**src/sv/morse_code_encoder_assert.svh**
```systemverilog
// Assertion macros for the Morse encoder RTL.
// Included by modules that carry concurrent checks; no other dependencies.
`ifndef MORSE_CODE_ENCODER_ASSERT_SVH
`define MORSE_CODE_ENCODER_ASSERT_SVH

// Check that a property holds at every clock edge outside reset.
`define MCE_ASSERT(label, clk, rst_n, prop, msg) \
    label: assert property (@(posedge clk) disable iff (!rst_n) prop) else $error(msg);

// Check that a condition never holds outside reset.
`define MCE_ASSERT_NEVER(label, clk, rst_n, cond, msg) \
    label: assert property (@(posedge clk) disable iff (!rst_n) !(cond)) else $error(msg);

`endif

```
**src/sv/mce_pkg.sv**
```systemverilog
// Package for the Morse encoder: types, register indexes and fixed codes.
// Used by mce_lookup, mce_emitter and morse_code_encoder; no dependencies.
`timescale 1ns / 1ps

package mce_pkg;

    localparam int CODE_W = 6;   // longest code in the table
    localparam int LEN_W  = 3;
    localparam int DUR_W  = 13;
    localparam int FREQ_W = 15;
    localparam int DIT_W  = 10;
    localparam int GLY_W  = 7;

    localparam logic [1:0] CFG_OUTPUT_MODE    = 2'd0;
    localparam logic [1:0] CFG_TONE_FREQUENCY = 2'd1;
    localparam logic [1:0] CFG_DIT_DURATION   = 2'd2;

    localparam logic [FREQ_W-1:0] FREQ_RESET = 15'd800;
    localparam logic [DIT_W-1:0]  DIT_RESET  = 10'd100;

    localparam logic [7:0]       CHAR_SPACE  = 8'h20;
    localparam logic [GLY_W-1:0] GLYPH_DOT   = 7'h2E;
    localparam logic [GLY_W-1:0] GLYPH_DASH  = 7'h2D;
    localparam logic [GLY_W-1:0] GLYPH_SPACE = 7'h20;

    typedef enum logic [2:0] {
        ST_IDLE,
        ST_ELEM,
        ST_GAP,
        ST_CEND,
        ST_WSPACE
    } t_state;

    // Decoded character: pattern bit 0 is the first element, 1 means dash.
    typedef struct packed {
        logic              ok;
        logic              space;
        logic [LEN_W-1:0]  len;
        logic [CODE_W-1:0] pat;
    } t_code;

    typedef struct packed {
        logic [GLY_W-1:0]  glyph;
        logic              tone_on;
        logic [FREQ_W-1:0] pitch;
        logic [DUR_W-1:0]  dur;
        logic              last;
    } t_seg;

endpackage

```
**src/sv/morse_code_encoder.sv**
```systemverilog
// Accepted characters pass the sequencer state, then the output register, to m_axis.
// Throughput: one segment per cycle while m_axis_tready is high; the sequencer takes a
// new character only when idle, after the last segment of the previous one is loaded.
// Unknown characters are dropped; a word space is one segment (tone) or three (text).
// Reset (i_rst_n low, synchronous): sequencer idle, output empty, output_mode 0,
// tone_frequency 800, dit_duration 100.
`timescale 1ns / 1ps

module morse_code_encoder
    import mce_pkg::*;
#(
    parameter int MAX_ELEMENTS = 6
) (
    input  logic        i_clk,
    input  logic        i_rst_n,
    // configuration write channel
    input  logic        i_cfg_valid,
    output logic        o_cfg_ready,
    input  logic [1:0]  i_cfg_index,
    input  logic [14:0] i_cfg_data,
    // character input
    input  logic        s_axis_tvalid,
    output logic        s_axis_tready,
    input  logic [7:0]  s_axis_tdata,   // [7:0] char_code
    // segment output
    output logic        m_axis_tvalid,
    input  logic        m_axis_tready,
    output logic [39:0] m_axis_tdata,   // [6:0] glyph, [7] tone_on, [22:8] pitch,
                                        // [35:23] duration_ms, [39:36] zero
    output logic        m_axis_tlast    // last segment of the character
);

    logic              r_mode;
    logic [FREQ_W-1:0] r_freq;
    logic [DIT_W-1:0]  r_dit;
    t_code             code;
    t_seg              seg;

    // Registers take a beat every cycle; the user sends writes only while idle (unchecked).
    assign o_cfg_ready = 1'b1;

    always_ff @(posedge i_clk) begin
        if (!i_rst_n) begin
            r_mode <= 1'b0;
            r_freq <= FREQ_RESET;
            r_dit  <= DIT_RESET;
        end else if (i_cfg_valid) begin
            unique case (i_cfg_index)
                CFG_OUTPUT_MODE:    r_mode <= i_cfg_data[0];
                CFG_TONE_FREQUENCY: r_freq <= i_cfg_data;
                CFG_DIT_DURATION:   r_dit  <= i_cfg_data[DIT_W-1:0];
                default: ;          // drop writes to unused indexes
            endcase
        end
    end

    // Decode the incoming character straight off the bus; the sequencer
    // captures the pattern on the accepting edge.
    mce_lookup u_lookup (
        .i_char (s_axis_tdata),
        .o_code (code)
    );

    // Walk the pattern element by element and hold each segment in the
    // output register until the sink takes it.
    mce_emitter #(
        .MAX_ELEMENTS (MAX_ELEMENTS)
    ) u_emitter (
        .i_clk   (i_clk),
        .i_rst_n (i_rst_n),
        .i_code  (code),
        .i_valid (s_axis_tvalid),
        .o_ready (s_axis_tready),
        .i_mode  (r_mode),
        .i_freq  (r_freq),
        .i_dit   (r_dit),
        .o_seg   (seg),
        .o_valid (m_axis_tvalid),
        .i_ready (m_axis_tready)
    );

    // Pack the segment fields, lowest field first.
    assign m_axis_tdata = {4'b0000, seg.dur, seg.pitch, seg.tone_on, seg.glyph};
    assign m_axis_tlast = seg.last;

endmodule

```
**src/sv/mce_lookup.sv**
```systemverilog
// Character to Morse element pattern decoder.
// Depends on mce_pkg for the decoded-code struct.
`timescale 1ns / 1ps

module mce_lookup
    import mce_pkg::*;
(
    input  logic [7:0] i_char,
    output t_code      o_code
);

    logic [7:0] fold;

    function automatic t_code mk(input logic [LEN_W-1:0] n, input logic [CODE_W-1:0] p);
        t_code c;
        c.ok    = 1'b1;
        c.space = 1'b0;
        c.len   = n;
        c.pat   = p;
        return c;
    endfunction

    // Fold lower case onto upper case.
    assign fold = (i_char >= "a" && i_char <= "z") ? (i_char - 8'h20) : i_char;

    always_comb begin
        o_code = '0;
        unique case (fold)
            "A": o_code = mk(3'd2, 6'b000010);
            "B": o_code = mk(3'd4, 6'b000001);
            "C": o_code = mk(3'd4, 6'b000101);
            "D": o_code = mk(3'd3, 6'b000001);
            "E": o_code = mk(3'd1, 6'b000000);
            "F": o_code = mk(3'd4, 6'b000100);
            "G": o_code = mk(3'd3, 6'b000011);
            "H": o_code = mk(3'd4, 6'b000000);
            "I": o_code = mk(3'd2, 6'b000000);
            "J": o_code = mk(3'd4, 6'b001110);
            "K": o_code = mk(3'd3, 6'b000101);
            "L": o_code = mk(3'd4, 6'b000010);
            "M": o_code = mk(3'd2, 6'b000011);
            "N": o_code = mk(3'd2, 6'b000001);
            "O": o_code = mk(3'd3, 6'b000111);
            "P": o_code = mk(3'd4, 6'b000110);
            "Q": o_code = mk(3'd4, 6'b001011);
            "R": o_code = mk(3'd3, 6'b000010);
            "S": o_code = mk(3'd3, 6'b000000);
            "T": o_code = mk(3'd1, 6'b000001);
            "U": o_code = mk(3'd3, 6'b000100);
            "V": o_code = mk(3'd4, 6'b001000);
            "W": o_code = mk(3'd3, 6'b000110);
            "X": o_code = mk(3'd4, 6'b001001);
            "Y": o_code = mk(3'd4, 6'b001101);
            "Z": o_code = mk(3'd4, 6'b000011);
            "0": o_code = mk(3'd5, 6'b011111);
            "1": o_code = mk(3'd5, 6'b011110);
            "2": o_code = mk(3'd5, 6'b011100);
            "3": o_code = mk(3'd5, 6'b011000);
            "4": o_code = mk(3'd5, 6'b010000);
            "5": o_code = mk(3'd5, 6'b000000);
            "6": o_code = mk(3'd5, 6'b000001);
            "7": o_code = mk(3'd5, 6'b000011);
            "8": o_code = mk(3'd5, 6'b000111);
            "9": o_code = mk(3'd5, 6'b001111);
            "&": o_code = mk(3'd5, 6'b000010);
            "'": o_code = mk(3'd6, 6'b011110);
            "@": o_code = mk(3'd6, 6'b010110);
            "(": o_code = mk(3'd5, 6'b001101);
            ")": o_code = mk(3'd6, 6'b101101);
            ":": o_code = mk(3'd6, 6'b000111);
            ",": o_code = mk(3'd6, 6'b110011);
            "=": o_code = mk(3'd5, 6'b010001);
            "!": o_code = mk(3'd6, 6'b110101);
            ".": o_code = mk(3'd6, 6'b101010);
            "-": o_code = mk(3'd6, 6'b100001);
            "?": o_code = mk(3'd6, 6'b001100);
            CHAR_SPACE: o_code.space = 1'b1;
            default: o_code = '0;
        endcase
    end

endmodule

```
**src/sv/mce_emitter.sv**
```systemverilog
// Element sequencer: shifts the pattern out element by element into an output register,
// taking a new character only when idle. Depends on mce_pkg and morse_code_encoder_assert.svh.
`timescale 1ns / 1ps
`include "morse_code_encoder_assert.svh"

module mce_emitter
    import mce_pkg::*;
#(
    parameter int MAX_ELEMENTS = 6
) (
    input  logic              i_clk,
    input  logic              i_rst_n,
    input  t_code             i_code,
    input  logic              i_valid,
    output logic              o_ready,
    input  logic              i_mode,
    input  logic [FREQ_W-1:0] i_freq,
    input  logic [DIT_W-1:0]  i_dit,
    output t_seg              o_seg,
    output logic              o_valid,
    input  logic              i_ready
);

    localparam int CW = $clog2(MAX_ELEMENTS + 1);

    t_state                  r_state, n_state;
    logic [MAX_ELEMENTS-1:0] r_pat, n_pat;
    logic [CW-1:0]           r_cnt, n_cnt;
    logic                    r_out_valid;
    t_seg                    r_seg, seg;
    logic                    emit, load;
    logic [DUR_W-1:0]        dit1, dit2, dit3, dit5;

    assign dit1 = {3'b000, i_dit};
    assign dit2 = {2'b00, i_dit, 1'b0};
    assign dit3 = dit1 + dit2;
    assign dit5 = dit1 + {1'b0, i_dit, 2'b00};

    assign load    = !r_out_valid || i_ready;
    assign o_ready = (r_state == ST_IDLE);
    assign o_valid = r_out_valid;
    assign o_seg   = r_seg;

    always_ff @(posedge i_clk) begin
        if (!i_rst_n) begin
            r_state     <= ST_IDLE;
            r_pat       <= '0;
            r_cnt       <= '0;
            r_out_valid <= 1'b0;
        end else begin
            r_state <= n_state;
            r_pat   <= n_pat;
            r_cnt   <= n_cnt;
            if (emit) begin
                r_out_valid <= 1'b1;
            end else if (i_ready) begin
                r_out_valid <= 1'b0;
            end
        end
    end

    always_ff @(posedge i_clk) begin
        if (emit) begin
            r_seg <= seg;
        end
    end

    always_comb begin
        n_state = r_state;
        n_pat   = r_pat;
        n_cnt   = r_cnt;
        emit    = 1'b0;
        seg     = '0;
        unique case (r_state)
            ST_IDLE: begin
                if (i_valid) begin
                    if (i_code.space) begin
                        n_state = ST_WSPACE;
                        n_cnt   = i_mode ? CW'(2) : '0;
                    end else if (i_code.ok) begin
                        n_state = ST_ELEM;
                        n_pat   = MAX_ELEMENTS'(i_code.pat);
                        n_cnt   = CW'(i_code.len);
                    end
                end
            end
            ST_ELEM: begin
                if (r_cnt == '0) begin
                    n_state = ST_CEND;
                end else if (load) begin
                    emit = 1'b1;
                    if (i_mode) begin
                        seg.glyph = r_pat[0] ? GLYPH_DASH : GLYPH_DOT;
                        n_state   = (r_cnt == CW'(1)) ? ST_CEND : ST_ELEM;
                    end else begin
                        seg.tone_on = 1'b1;
                        seg.pitch   = i_freq;
                        seg.dur     = r_pat[0] ? dit3 : dit1;
                        n_state     = ST_GAP;
                    end
                    n_pat = r_pat >> 1;
                    n_cnt = r_cnt - CW'(1);
                end
            end
            ST_GAP: begin
                if (load) begin
                    emit    = 1'b1;
                    seg.dur = dit1;
                    n_state = (r_cnt == '0) ? ST_CEND : ST_ELEM;
                end
            end
            ST_CEND: begin
                if (load) begin
                    emit     = 1'b1;
                    seg.last = 1'b1;
                    if (i_mode) begin
                        seg.glyph = GLYPH_SPACE;
                    end else begin
                        seg.dur = dit2;
                    end
                    n_state = ST_IDLE;
                end
            end
            ST_WSPACE: begin
                if (load) begin
                    emit     = 1'b1;
                    seg.last = (r_cnt == '0);
                    if (i_mode) begin
                        seg.glyph = GLYPH_SPACE;
                    end else begin
                        seg.dur = dit5;
                    end
                    if (r_cnt == '0) begin
                        n_state = ST_IDLE;
                    end else begin
                        n_cnt = r_cnt - CW'(1);
                    end
                end
            end
            default: n_state = ST_IDLE;
        endcase
    end

    `MCE_ASSERT(a_elem_has_work, i_clk, i_rst_n,
        (r_state == ST_ELEM) |-> (r_cnt != '0), "element state with no elements left")
    `MCE_ASSERT_NEVER(a_gap_tone_only, i_clk, i_rst_n,
        (r_state == ST_GAP) && i_mode, "inter-element gap in text mode")
    `MCE_ASSERT(a_tone_no_glyph, i_clk, i_rst_n,
        (r_out_valid && r_seg.tone_on) |-> (r_seg.glyph == '0), "tone segment carries a glyph")
    `MCE_ASSERT(a_tone_word_single, i_clk, i_rst_n,
        ((r_state == ST_WSPACE) && !i_mode) |-> (r_cnt == '0),
        "tone word space longer than one segment")

endmodule

```
**config.mk**
```make
export PLATFORM = sky130hd
export DESIGN_NAME = morse_code_encoder
export DESIGN_NICKNAME = d
export VERILOG_FILES = /design/src/sv/mce_pkg.sv /design/src/sv/morse_code_encoder.sv /design/src/sv/mce_lookup.sv /design/src/sv/mce_emitter.sv
export VERILOG_INCLUDE_DIRS = /design/src /design/src/sv
export SDC_FILE = /design/constraint.sdc
export NUM_CORES = 1
export LEC_CHECK = 0
export ABC_AREA = 1
export BUFFER_PORTS_ARGS = -buffer_cell sky130_fd_sc_hd__buf_2
export CAP_MARGIN = 0
export CELL_PAD_IN_SITES_DETAIL_PLACEMENT = 1
export CELL_PAD_IN_SITES_GLOBAL_PLACEMENT = 1
export CORE_MARGIN = 1
export CORE_UTILIZATION = 40
export CTS_CLUSTER_DIAMETER = 80
export DETAILED_ROUTE_END_ITERATION = 6
export HOLD_SLACK_MARGIN = 0.1
export PLACE_DENSITY = 0.88
export SLEW_MARGIN = 10
export SYNTH_ARGS = -nofsm -noshare
export SYNTH_HDL_FRONTEND = slang
export SYNTH_SLANG_ARGS = --single-unit
```
**constraint.sdc**
```tcl
create_clock -name i_clk -period 3.8 [get_ports i_clk]
set_input_delay 0.19 -clock i_clk [delete_from_list [all_inputs] [get_ports i_clk]]
set_output_delay 0.19 -clock i_clk [all_outputs]
set_load 0.02 [all_outputs]
```
==> run_results.csv, run 1 <==
group,metric,value,unit
power_and_ir_drop,sw_frac_of_total,0.408,
synth,ys.flop_type,"dfxtp_1",
synth,netlist_area,5000,sq um
critical_path,cp_cell_sequence,"inv_1 > nor2_1 > inv_1 > nand2_1 > nor3_1 > inv_1 > a21oi_1 > o21ai_0 > nand3_1",
timing,setup_viol,0,
timing,timing.hold.ws,0.108,ns
power_and_ir_drop,p_total,3.64,mW
route,drc_errors,0,
critical_path,path_buf_inv,3,
power_and_ir_drop,p_leak,2.63,nW
route,drt_iter0_drc,353,
die,die_h,114,microns
finish,nets,811,
global_routing,grt_antenna_before_repair,0,
timing,setup_ws,0.899,ns
timing,tns,0,ns
clock_tree,cts_tree,"yes",
critical_path,cp_slowest_cell,"nor3_1",
clock_tree,root_buffer,"clkbuf_16",
run_status,status,"complete, no violations",
clock_tree,cts_num_sinks,73,
clock_tree,cts_buffers,9,
timing,max_freq,345,MHz
global_routing,overflow,0,
power_and_ir_drop,vdd_ir_drop_max,293,uV
die,coreArea,12100,sq um
run,drv_cap,0,
critical_path,arrival,3.10,ns
route,wl_met2,8310,microns
timing,period_minus_slack,2.90,ns
route,wl_met3,661,microns
power_and_ir_drop,p_sw,1.49,mW
die,die_area,12900,sq um
clock_tree,path_clk_slew,0.06,ns
finish,num_antenna_cells,0,
hold_path,min_path_type,"primary input to flip-flop",
timing,finalHoldViolCount,0,
synth,avgSynthCellArea,7.19,sq um
finish,syn_to_final_growth,16.3,%
route,dr.max_layer_used,"met4",
placement,gp_congestion,0.949,
synth,synth.yosys.seq_area_share,0.361,
timing,tightest_slew,1.06,ns
finish,drive_above_1_share,0.156,
global_routing,grt_first_pass_wirelength,26300,microns
timing,max_slew_margin,0.291,
placement,dp_slack,1.03,ns
power_and_ir_drop,seqPwrFrac,0.342,
power_and_ir_drop,p_clk_frac,0.268,
clock_tree,clk_latency,0.34,ns
critical_path,cp_data_required_time,4.00,ns
critical_path,crit_family,"buffers and inverters",
critical_path,crit_type,"flip-flop to flip-flop",
global_routing,grt_max_degree,39,
die,rows,40,
critical_path,max_stage_delay,0.61,ns
route,wirelength,16200,microns
power_and_ir_drop,power_density,626,nW/um^2
timing,slew_violations,0,
route,wl_per_cell,17.4,microns
die,fp.dieW,114,microns
synth,yosys_warnings,0,
synth,synth_seq_cells,73,
route,dr.pass1.iters,4,
timing,skew,0.00383,ns
route,wl_met1,6770,microns
timing,min_period_over_period,0.763,
placement,dp_hpwl,12200,microns
route,postRouteAntennaNets,0,
route,via_per_inst,5.46,
synth,async_flop_share,0,
clock_tree,cts_buffer_depth,2,
global_routing,first_global_vias,5315,
finish,fin_util,0.480,
global_routing,gr-usage-all-layers,0.261,
synth,synth_cell_types,48,
critical_path,worstSetupEndpointType,"flip-flop",
route,vias,5074,
power_and_ir_drop,internal_power,2.15,mW
critical_path,startpoint_type,"flip-flop",
die,num_io_pins,74,
synth,synthCells,695,
die,initial_utilization,0.413,
timing,rsz0062_at_grt,"false",
synth,synth-edff-count,34,
placement,placement.io_buffers,66,
critical_path,crit_top_cell,"inv_1",
critical_path,cp_max_fo,20,
power_and_ir_drop,comb_power_share,0.390,
clock_tree,h-tree-depth,3,
## cells in the final DEF (no fill, tap or decap), types with 5 or more instances in the layout
cell type and count:
nor2_2 5, a21oi_1 44, edfxtp_1 34, nand2_1 112
ha_1 22, nor2_1 123, nand3_1 34, a31oi_1 5
o21ai_0 48, buf_2 66, inv_1 80, inv_2 7
dfxtp_1 39, xor2_1 6, o211ai_1 19, nand3_2 7
nand4_1 22, clkbuf_16 10, nor3_1 12, conb_1 7
## registers in the layout, summed over array words and instances (netlist names)
name / cells
u_emitter.r_pat: 6
u_emitter.o_seg: 34
u_emitter.r_state: 3
r_freq: 15
u_emitter.o_valid: 1
r_dit: 10
u_emitter.r_cnt: 3
r_mode: 1
## power by group through the flow
stage	logic (mW)	clock network (mW)	registers, mW
2_1_floorplan	0.721	0	1.50
3_3_place_gp	1.34	0	1.25
3_5_place_dp	1.40	0	1.26
4_1_cts	1.42	0.986	1.25
5_1_grt	1.56	1.01	1.27
6_report	1.42	0.976	1.25
## worst min-delay path, cell delays in order
cell,delay (ns)
buf_2,0.10
nand2_1,0.06
nand3_1,0.07
## worst paths after layout
check / startpoint / to / slack, ns / cells after the start
max: u_emitter.o_valid / u_emitter.o_seg[8] / 0.90 / 9
min: i_cfg_data[5] / r_dit[5] / 0.11 / 3
max reg2reg: u_emitter.o_valid / u_emitter.o_seg[8] / 0.90 / 9
min reg2reg: r_freq[11] / r_freq[11] / 0.46 / 2
## per-stage QoR
step | instance area (sq um) | instances
2_1_floorplan | 5010 | 700
3_3_place_gp | 5440 | 911
3_5_place_dp | 5440 | 911
4_1_cts | 5810 | 930
5_1_grt | 5810 | 930
6_report | 5810 | 930
## final cells by class
class	count	area [sq um]
fillers	1577	6300
clock inverters	5	86.3
clock buffers	11	254
repair buffers	71	375
inverters	91	344
well taps	168	210
multi-input cells	511	2740
flip-flops and latches	73	1800
## synthesized netlist by cell type, types with 2 or more instances
cell type | n | share of area
nand2_4 | 2 | 0.0045
xnor2_1 | 4 | 0.0070
clkbuf_1 | 11 | 0.0083
clkinv_1 | 3 | 0.0023
buf_1 | 2 | 0.0015
nor2_2 | 5 | 0.0063
a21oi_1 | 44 | 0.044
o21ai_0 | 48 | 0.048
xor2_1 | 6 | 0.011
buf_4 | 9 | 0.014
edfxtp_1 | 34 | 0.20
nor3_1 | 12 | 0.012
inv_2 | 7 | 0.0053
inv_1 | 80 | 0.060
and3_1 | 2 | 0.0025
o2111ai_1 | 2 | 0.0035
nand2_2 | 3 | 0.0038
conb_1 | 2 | 0.0015
a21oi_2 | 4 | 0.0070
o311ai_0 | 2 | 0.0035
o21bai_1 | 3 | 0.0045
a31oi_1 | 5 | 0.0063
a32oi_1 | 2 | 0.0035
nor2_4 | 2 | 0.0045
nand2_1 | 112 | 0.084
nand4_1 | 22 | 0.028
o211ai_1 | 19 | 0.029
nor2_1 | 124 | 0.093
dfxtp_1 | 39 | 0.16
buf_2 | 2 | 0.0020
nand3_1 | 34 | 0.034
fa_1 | 2 | 0.0080
nand4_2 | 2 | 0.0050
o22ai_1 | 3 | 0.0038
nand3b_1 | 2 | 0.0030
ha_1 | 22 | 0.055
nand3_2 | 7 | 0.014
## cell families (layout without fill, tap and decap cells)
logic type      Yosys count  after routing  synth area share
compound gates          137            137             0.160
xor+xnor                 10             10            0.0175
fa+ha+maj                24             24            0.0631
buf+inv                 116            178            0.0964
flops                    73             73             0.361
mux                       1              1           0.00200
other cells               2              7           0.00150
simple gates            332            332             0.299
## metal layers
metal	global-route usage	vias to the layer above
met3	0.0425	34
met1	0.300	2451
met4	0.0965	0
met2	0.483	140
li1	-	2449
met5	0	-
## repair_timing
item | 4_1_cts | 5_1_grt
hold endpoints to repair | 3 | 0
setup buffers | 0 | 0
endpoints found under the setup margin | 0 | 0
resized for setup | 0 | 0
hold buffers | 3 | 0
Power figures use the tool's default switching activity.
==> run 2: changes to the inputs <==
--- a/config.mk
+++ b/config.mk
@@ -12,11 +12,11 @@
 export CELL_PAD_IN_SITES_DETAIL_PLACEMENT = 1
 export CELL_PAD_IN_SITES_GLOBAL_PLACEMENT = 1
 export CORE_MARGIN = 1
-export CORE_UTILIZATION = 40
+export CORE_UTILIZATION = 38
 export CTS_CLUSTER_DIAMETER = 80
 export DETAILED_ROUTE_END_ITERATION = 6
 export HOLD_SLACK_MARGIN = 0.1
-export PLACE_DENSITY = 0.88
+export PLACE_DENSITY = 0.87
 export SLEW_MARGIN = 10
 export SYNTH_ARGS = -nofsm -noshare
 export SYNTH_HDL_FRONTEND = slang
==> constraint.sdc (replaced) <==
create_clock -name i_clk -period 2.35 [get_ports i_clk]
set_input_delay 0.1175 -clock i_clk [delete_from_list [all_inputs] [get_ports i_clk]]
set_output_delay 0.1175 -clock i_clk [all_outputs]
set_load 0.02 [all_outputs]
==> run 2 against run 1 <==
Net effect:
- the flow now finishes with violations (setup timing)
- sequential cell count did not move
- cell area grew 12%
- global-route usage rose by 1.9 points
- sequential power increased by 62%
- combinational power grew 88%
- setup slack got worse by 1.1 ns
- clock power grew 42%
- clock skew grew 0.0073 ns
- die area up 5.2%
- clock-buffer cell count unchanged
- largest power group unchanged
- sequential share of layout area decreased by 3.1 points
==> run_results.csv, run 2 (synthesized netlist as in run 1, its figures left out) <==
group,metric,value,unit
power_and_ir_drop,power_density,938,nW/um^2
finish,fin_util,0.510,
global_routing,grt_first_pass_wirelength,28900,microns
power_and_ir_drop,seqPwrFrac,0.333,
placement,post_dp_cell_area,5720,sq um
route,wirelength,20300,microns
timing,timing.hold.ws,0.0811,ns
clock_tree,cts_buffers,9,
clock_tree,h-tree-depth,3,
finish,num_antenna_cells,0,
timing,setup_viol,6,
placement,placed_cells,948,
critical_path,worstSetupEndpointType,"flip-flop",
timing,rsz0062_at_grt,"true",
global_routing,grt_max_degree,39,
hold_path,worstHoldStart,"i_cfg_data[10]",
critical_path,crit_top_cell,"buf_4",
timing,min_period_over_period,1.07,
timing,tightest_slew,0.706,ns
route,vias,5653,
route,drt_iter0_drc,481,
critical_path,cp_data_required_time,2.44,ns
clock_tree,cts_buffer_depth,2,
timing,period_minus_slack,2.52,ns
power_and_ir_drop,sw_frac_of_total,0.435,
power_and_ir_drop,p_sw,2.65,mW
clock_tree,cts_tree,"yes",
power_and_ir_drop,p_leak,2.93,nW
finish,syn_to_final_growth,30.0,%
clock_tree,path_clk_slew,0.07,ns
critical_path,max_stage_delay,0.38,ns
finish,final_cell_mix,"117 x nor2_1, 106 x nand2_1, 80 x inv_1",
critical_path,ff2ff_path_depth,12,
power_and_ir_drop,internal_power,3.44,mW
die,rows,41,
critical_path,cp_cell_sequence,"ha_4 > fa_2 > a21oi_4 > o21bai_4 > buf_4 > buf_4 > buf_4 > buf_4 > xor2_1 > a21oi_1 > o21ai_0 > nand3_1",
power_and_ir_drop,vdd_ir_drop_max,461,uV
die,coreArea,12700,sq um
placement,gp_congestion,0.966,
die,die_h,117,microns
power_and_ir_drop,p_total,6.09,mW
clock_tree,cts_num_sinks,73,
hold_path,hold_depth,3,
global_routing,gr-usage-all-layers,0.280,
finish,drive_above_1_share,0.255,
global_routing,first_global_vias,5815,
timing,max_slew_margin,0.523,
finish,layout_commonest_cell,"nor2_1",
timing,setup_ws,-0.167,ns
finish,largest_reg_flops,34,
run_status,violations,"setup timing",
hold_path,min_path_type,"primary input to flip-flop",
critical_path,cp_max_fo,3,
critical_path,r2r_end,"u_emitter.o_seg[6]",
global_routing,grt_antenna_before_repair,0,
route,postRouteAntennaNets,0,
critical_path,r2r_start,"r_dit[0]",
timing,skew,0.0111,ns
finish,stdcell_count,999,
finish,fill_cells,1627,
placement,dp_hpwl,12700,microns
critical_path,arrival,2.60,ns
power_and_ir_drop,comb_power_share,0.439,
power_and_ir_drop,p_clk_frac,0.228,
route,wl_per_cell,20.3,microns
route,via_per_inst,5.66,
die,fp.dieW,117,microns
critical_path,startpoint,"r_dit[0]",
clock_tree,root_buffer,"clkbuf_16",
timing,tns,-0.729,ns
die,initial_utilization,0.393,
global_routing,overflow,0,
critical_path,startpoint_type,"flip-flop",
clock_tree,clk_latency,0.36,ns
run_status,status,"finished, violations left",
critical_path,crit_type,"flip-flop to flip-flop",
critical_path,cp_slowest_cell,"dfxtp_4",
finish,nets,876,
route,dr.pass1.iters,5,
die,num_io_pins,74,
critical_path,r2r_slack,-0.17,ns
die,die_area,13600,sq um
timing,finalHoldViolCount,0,
placement,dp_slack,-0.184,ns
finish,postLayoutCellArea,6490,sq um
placement,placement.io_buffers,66,
route,drc_errors,0,
run,drv_cap,0,
timing,max_freq,397,MHz
hold_path,holdPathEnd,"r_freq[10]",
timing,slew_violations,0,
-- run 2: cell types whose count changed in the layout (fill, tap and decap cells not counted), sizes merged --
cell,before,now
buf,68,123
dlygate4sd3,3,13
bufinv,2,0
clkinv,5,6
clkinvlp,0,1
-- run 2: worst max path at each step --
stage	slack (ns)	depth (start not counted)	end
2_1_floorplan	0.01	7	u_emitter.o_seg[0]
3_3_place_gp	-0.09	13	u_emitter.o_seg[10]
3_5_place_dp	-0.18	13	u_emitter.r_state[2]
4_1_cts	-0.04	13	u_emitter.o_seg[10]
5_1_grt	-0.25	14	u_emitter.o_seg[11]
6_report	-0.17	12	u_emitter.o_seg[6]
-- run 2: power groups by stage --
stage / clock network, mW / logic (mW) / registers (mW)
floorplan: 0 / 1.17 / 2.42
global route: 1.45 / 2.90 / 2.07
global placement: 0 / 2.33 / 2.00
detailed placement: 0 / 2.43 / 2.02
finish: 1.39 / 2.67 / 2.03
CTS: 1.36 / 2.53 / 2.00
-- run 2: final cells by class --
cell class                 instances  area (sq um)  share of cell area
timing repair buffer             136           917               0.141
sequential                        73          1810               0.279
multi-input combinational        511          2910               0.448
inverter                          91           344              0.0530
clock buffer                      11           254              0.0391
tap                              172           215              0.0331
clock inverter                     5          38.8             0.00597
-- run 2: layer usage --
layer	track usage	wire, microns
met3	0.0384	1130
met4	0.123	858
met5	0	0
met2	0.529	10500
met1	0.309	7770
-- run 2: repair_timing --
item	CTS	global route
hold buffers	13	0
resized for setup	16	32
pin swaps	9	27
setup endpoints to repair	5	19
hold endpoints to repair	14	0
buffers inserted	14	8
-- run 2: critical path, delay by kind of cell, from the launching register on --
family                     cells  cell delay, ns
buffers and inverters          4            0.50
adders and majority gates      2            0.54
DFF                            1            0.38
xor gates and xnor gates       1            0.19
and+or+nand+nor                1            0.11
AOI/OAI and AO/OA              4            0.51
==> run 3: changes to the inputs <==
--- a/config.mk
+++ b/config.mk
@@ -17,6 +17,7 @@
 export DETAILED_ROUTE_END_ITERATION = 6
 export HOLD_SLACK_MARGIN = 0.1
 export PLACE_DENSITY = 0.87
+export SETUP_SLACK_MARGIN = 0.1
 export SLEW_MARGIN = 10
 export SYNTH_ARGS = -nofsm -noshare
 export SYNTH_HDL_FRONTEND = slang
==> run 3 against run 2 <==
Net effect:
- the run still ends with setup timing left
- clock power down 6%
- sequential cell count unchanged
- final cell count down 0.50%
- critical path type unchanged
- non-clock buffer count down 5
- total power down 4.0%
- die area unchanged
- setup slack better by 0.078 ns
- clock-buffer cell count up 1
- sequential share of layout area up 0.29 points
- sequential power about the same
- clock skew down 0.0043 ns
==> run_results.csv, run 3 (synthesized netlist as in run 1, its figures left out) <==
group,metric,value,unit
finish,fin_util,0.506,
die,initial_utilization,0.393,
route,wl_per_cell,18.0,microns
route,via_per_inst,5.38,
global_routing,first_global_vias,5723,
critical_path,arrival,2.52,ns
critical_path,crit_path_end,"u_emitter.o_seg[11]",
die,rows,41,
finish,fill_cells,1621,
placement,gp_congestion,0.929,
hold_path,min_path_type,"primary input to flip-flop",
critical_path,cp_data_required_time,2.43,ns
timing,setup_viol,4,
critical_path,ff2ff_path_depth,12,
route,vias,5344,
die,die_h,117,microns
hold_path,worstHoldStart,"i_cfg_data[10]",
clock_tree,h-tree-depth,3,
die,fp.dieW,117,microns
run_status,violations,"setup timing",
finish,largest_reg_flops,34,
critical_path,startpoint_type,"flip-flop",
finish,layout_commonest_cell,"nor2_1",
power_and_ir_drop,power_density,908,nW/um^2
clock_tree,cts_buffers,9,
run,drv_cap,0,
route,drc_errors,0,
route,wirelength,17900,microns
critical_path,r2r_slack,-0.09,ns
timing,finalHoldViolCount,0,
critical_path,crit_type,"flip-flop to flip-flop",
placement,placed_cells,950,
timing,setup_ws,-0.0892,ns
die,coreArea,12700,sq um
critical_path,r2r_start,"r_dit[0]",
placement,placement.io_buffers,66,
run_status,status,"finished, violations left",
timing,tightest_slew,0.687,ns
finish,stdcell_count,994,
finish,num_antenna_cells,0,
die,num_io_pins,74,
finish,drive_above_1_share,0.246,
die,die_area,13600,sq um
placement,dp_hpwl,12500,microns
global_routing,overflow,0,
finish,syn_to_final_growth,28.9,%
critical_path,r2r_end,"u_emitter.o_seg[11]",
timing,min_period_over_period,1.04,
power_and_ir_drop,vdd_ir_drop_max,370,uV
timing,rsz0062_at_grt,"true",
timing,period_minus_slack,2.44,ns
clock_tree,path_clk_slew,0.06,ns
clock_tree,cts_buffer_depth,2,
timing,timing.hold.ws,0.0929,ns
power_and_ir_drop,p_leak,2.91,nW
clock_tree,cts_tree,"yes",
clock_tree,cts_num_sinks,73,
route,drt_iter0_drc,367,
finish,nets,871,
timing,slew_violations,0,
timing,max_slew_margin,0.542,
critical_path,cp_max_fo,4,
timing,skew,0.00684,ns
clock_tree,root_buffer,"clkbuf_16",
route,dr.pass1.iters,5,
critical_path,worstSetupEndpointType,"flip-flop",
global_routing,grt_max_degree,39,
global_routing,grt_antenna_before_repair,0,
finish,final_cell_mix,"120 x nor2_1, 109 x nand2_1, 80 x inv_1",
critical_path,startpoint,"r_dit[0]",
clock_tree,clk_latency,0.35,ns
global_routing,grt_first_pass_wirelength,27300,microns
timing,max_freq,410,MHz
global_routing,gr-usage-all-layers,0.261,
route,postRouteAntennaNets,0,
[run 3: cell count changes in the layout (fill, tap and decap cells not counted), sizes merged]
cell         previous run  this run
clkinv                  6         4
inv                    89        90
clkbuf                 11        12
buf                   123       117
dlygate4sd3            13        14
[run 3: layout make-up]
class / instances / area (sq um) / share of cell area
Clock buffer: 12 / 246 / 0.0383
Clock inverter: 4 / 27.5 / 0.00427
Inverter: 91 / 344 / 0.0534
Multi-Input combinational cell: 511 / 2910 / 0.452
Sequential cell: 73 / 1820 / 0.282
Tap cell: 172 / 215 / 0.0334
Timing Repair Buffer: 131 / 882 / 0.137
[run 3: worst min path at each step]
| stage | end | cells after the start |
|---|---|---|
| after CTS | r_freq[10] | 3 |
| after global routing | r_freq[10] | 3 |
| after detailed placement | r_freq[8] | 3 |
| after global placement | r_freq[8] | 3 |
| after floorplan | r_dit[5] | 2 |
| final | r_freq[10] | 3 |
[run 3: timing repair]
action,4_1_cts,5_1_grt
setup buffers,8,10
gates resized for setup,22,27
pin swaps,14,30
hold endpoints to repair,17,0
hold buffers,14,0
setup endpoints to repair,5,21
[run 3: metrics by stage]
| step | total power [mW] | setup WS, ns | area (sq um) | setup TNS (ns) |
|---|---|---|---|---|
| detailed placement | 4.42 | -0.175 | 5730 | -1.78 |
| CTS | 5.79 | -0.0626 | 6270 | -0.0626 |
| floorplan | 3.60 | 0.142 | 5020 | 0 |
| global placement | 4.32 | -0.110 | 5730 | -0.164 |
| global route | 6.23 | -0.218 | 6440 | -0.764 |
| finish | 5.85 | -0.0892 | 6440 | -0.178 |
[run 3: report_power, final]
part | switching [mW] | internal [mW]
clock | 0.564 | 0.747
combinational | 1.73 | 0.802
sequential | 0.168 | 1.83
[run 3: layer usage]
metal	wire length [microns]	vias to the layer above	track usage
met4	623	0	0.108
li1	-	2570	-
met1	7440	2555	0.291
met2	9020	165	0.482
met3	794	54	0.0519
met5	0	-	0
[run 3: worst max-delay path, stage by stage (launching register included)]
cell and delay [ns]:
dfxtp_4 0.38, ha_4 0.18, fa_2 0.43, a31oi_4 0.17
nor2_2 0.07, nor2_1 0.11, nor2_1 0.05, nor2_1 0.13
nor2_1 0.09, o21ai_1 0.15, nand2_1 0.12, o21ai_1 0.18
o211ai_1 0.12
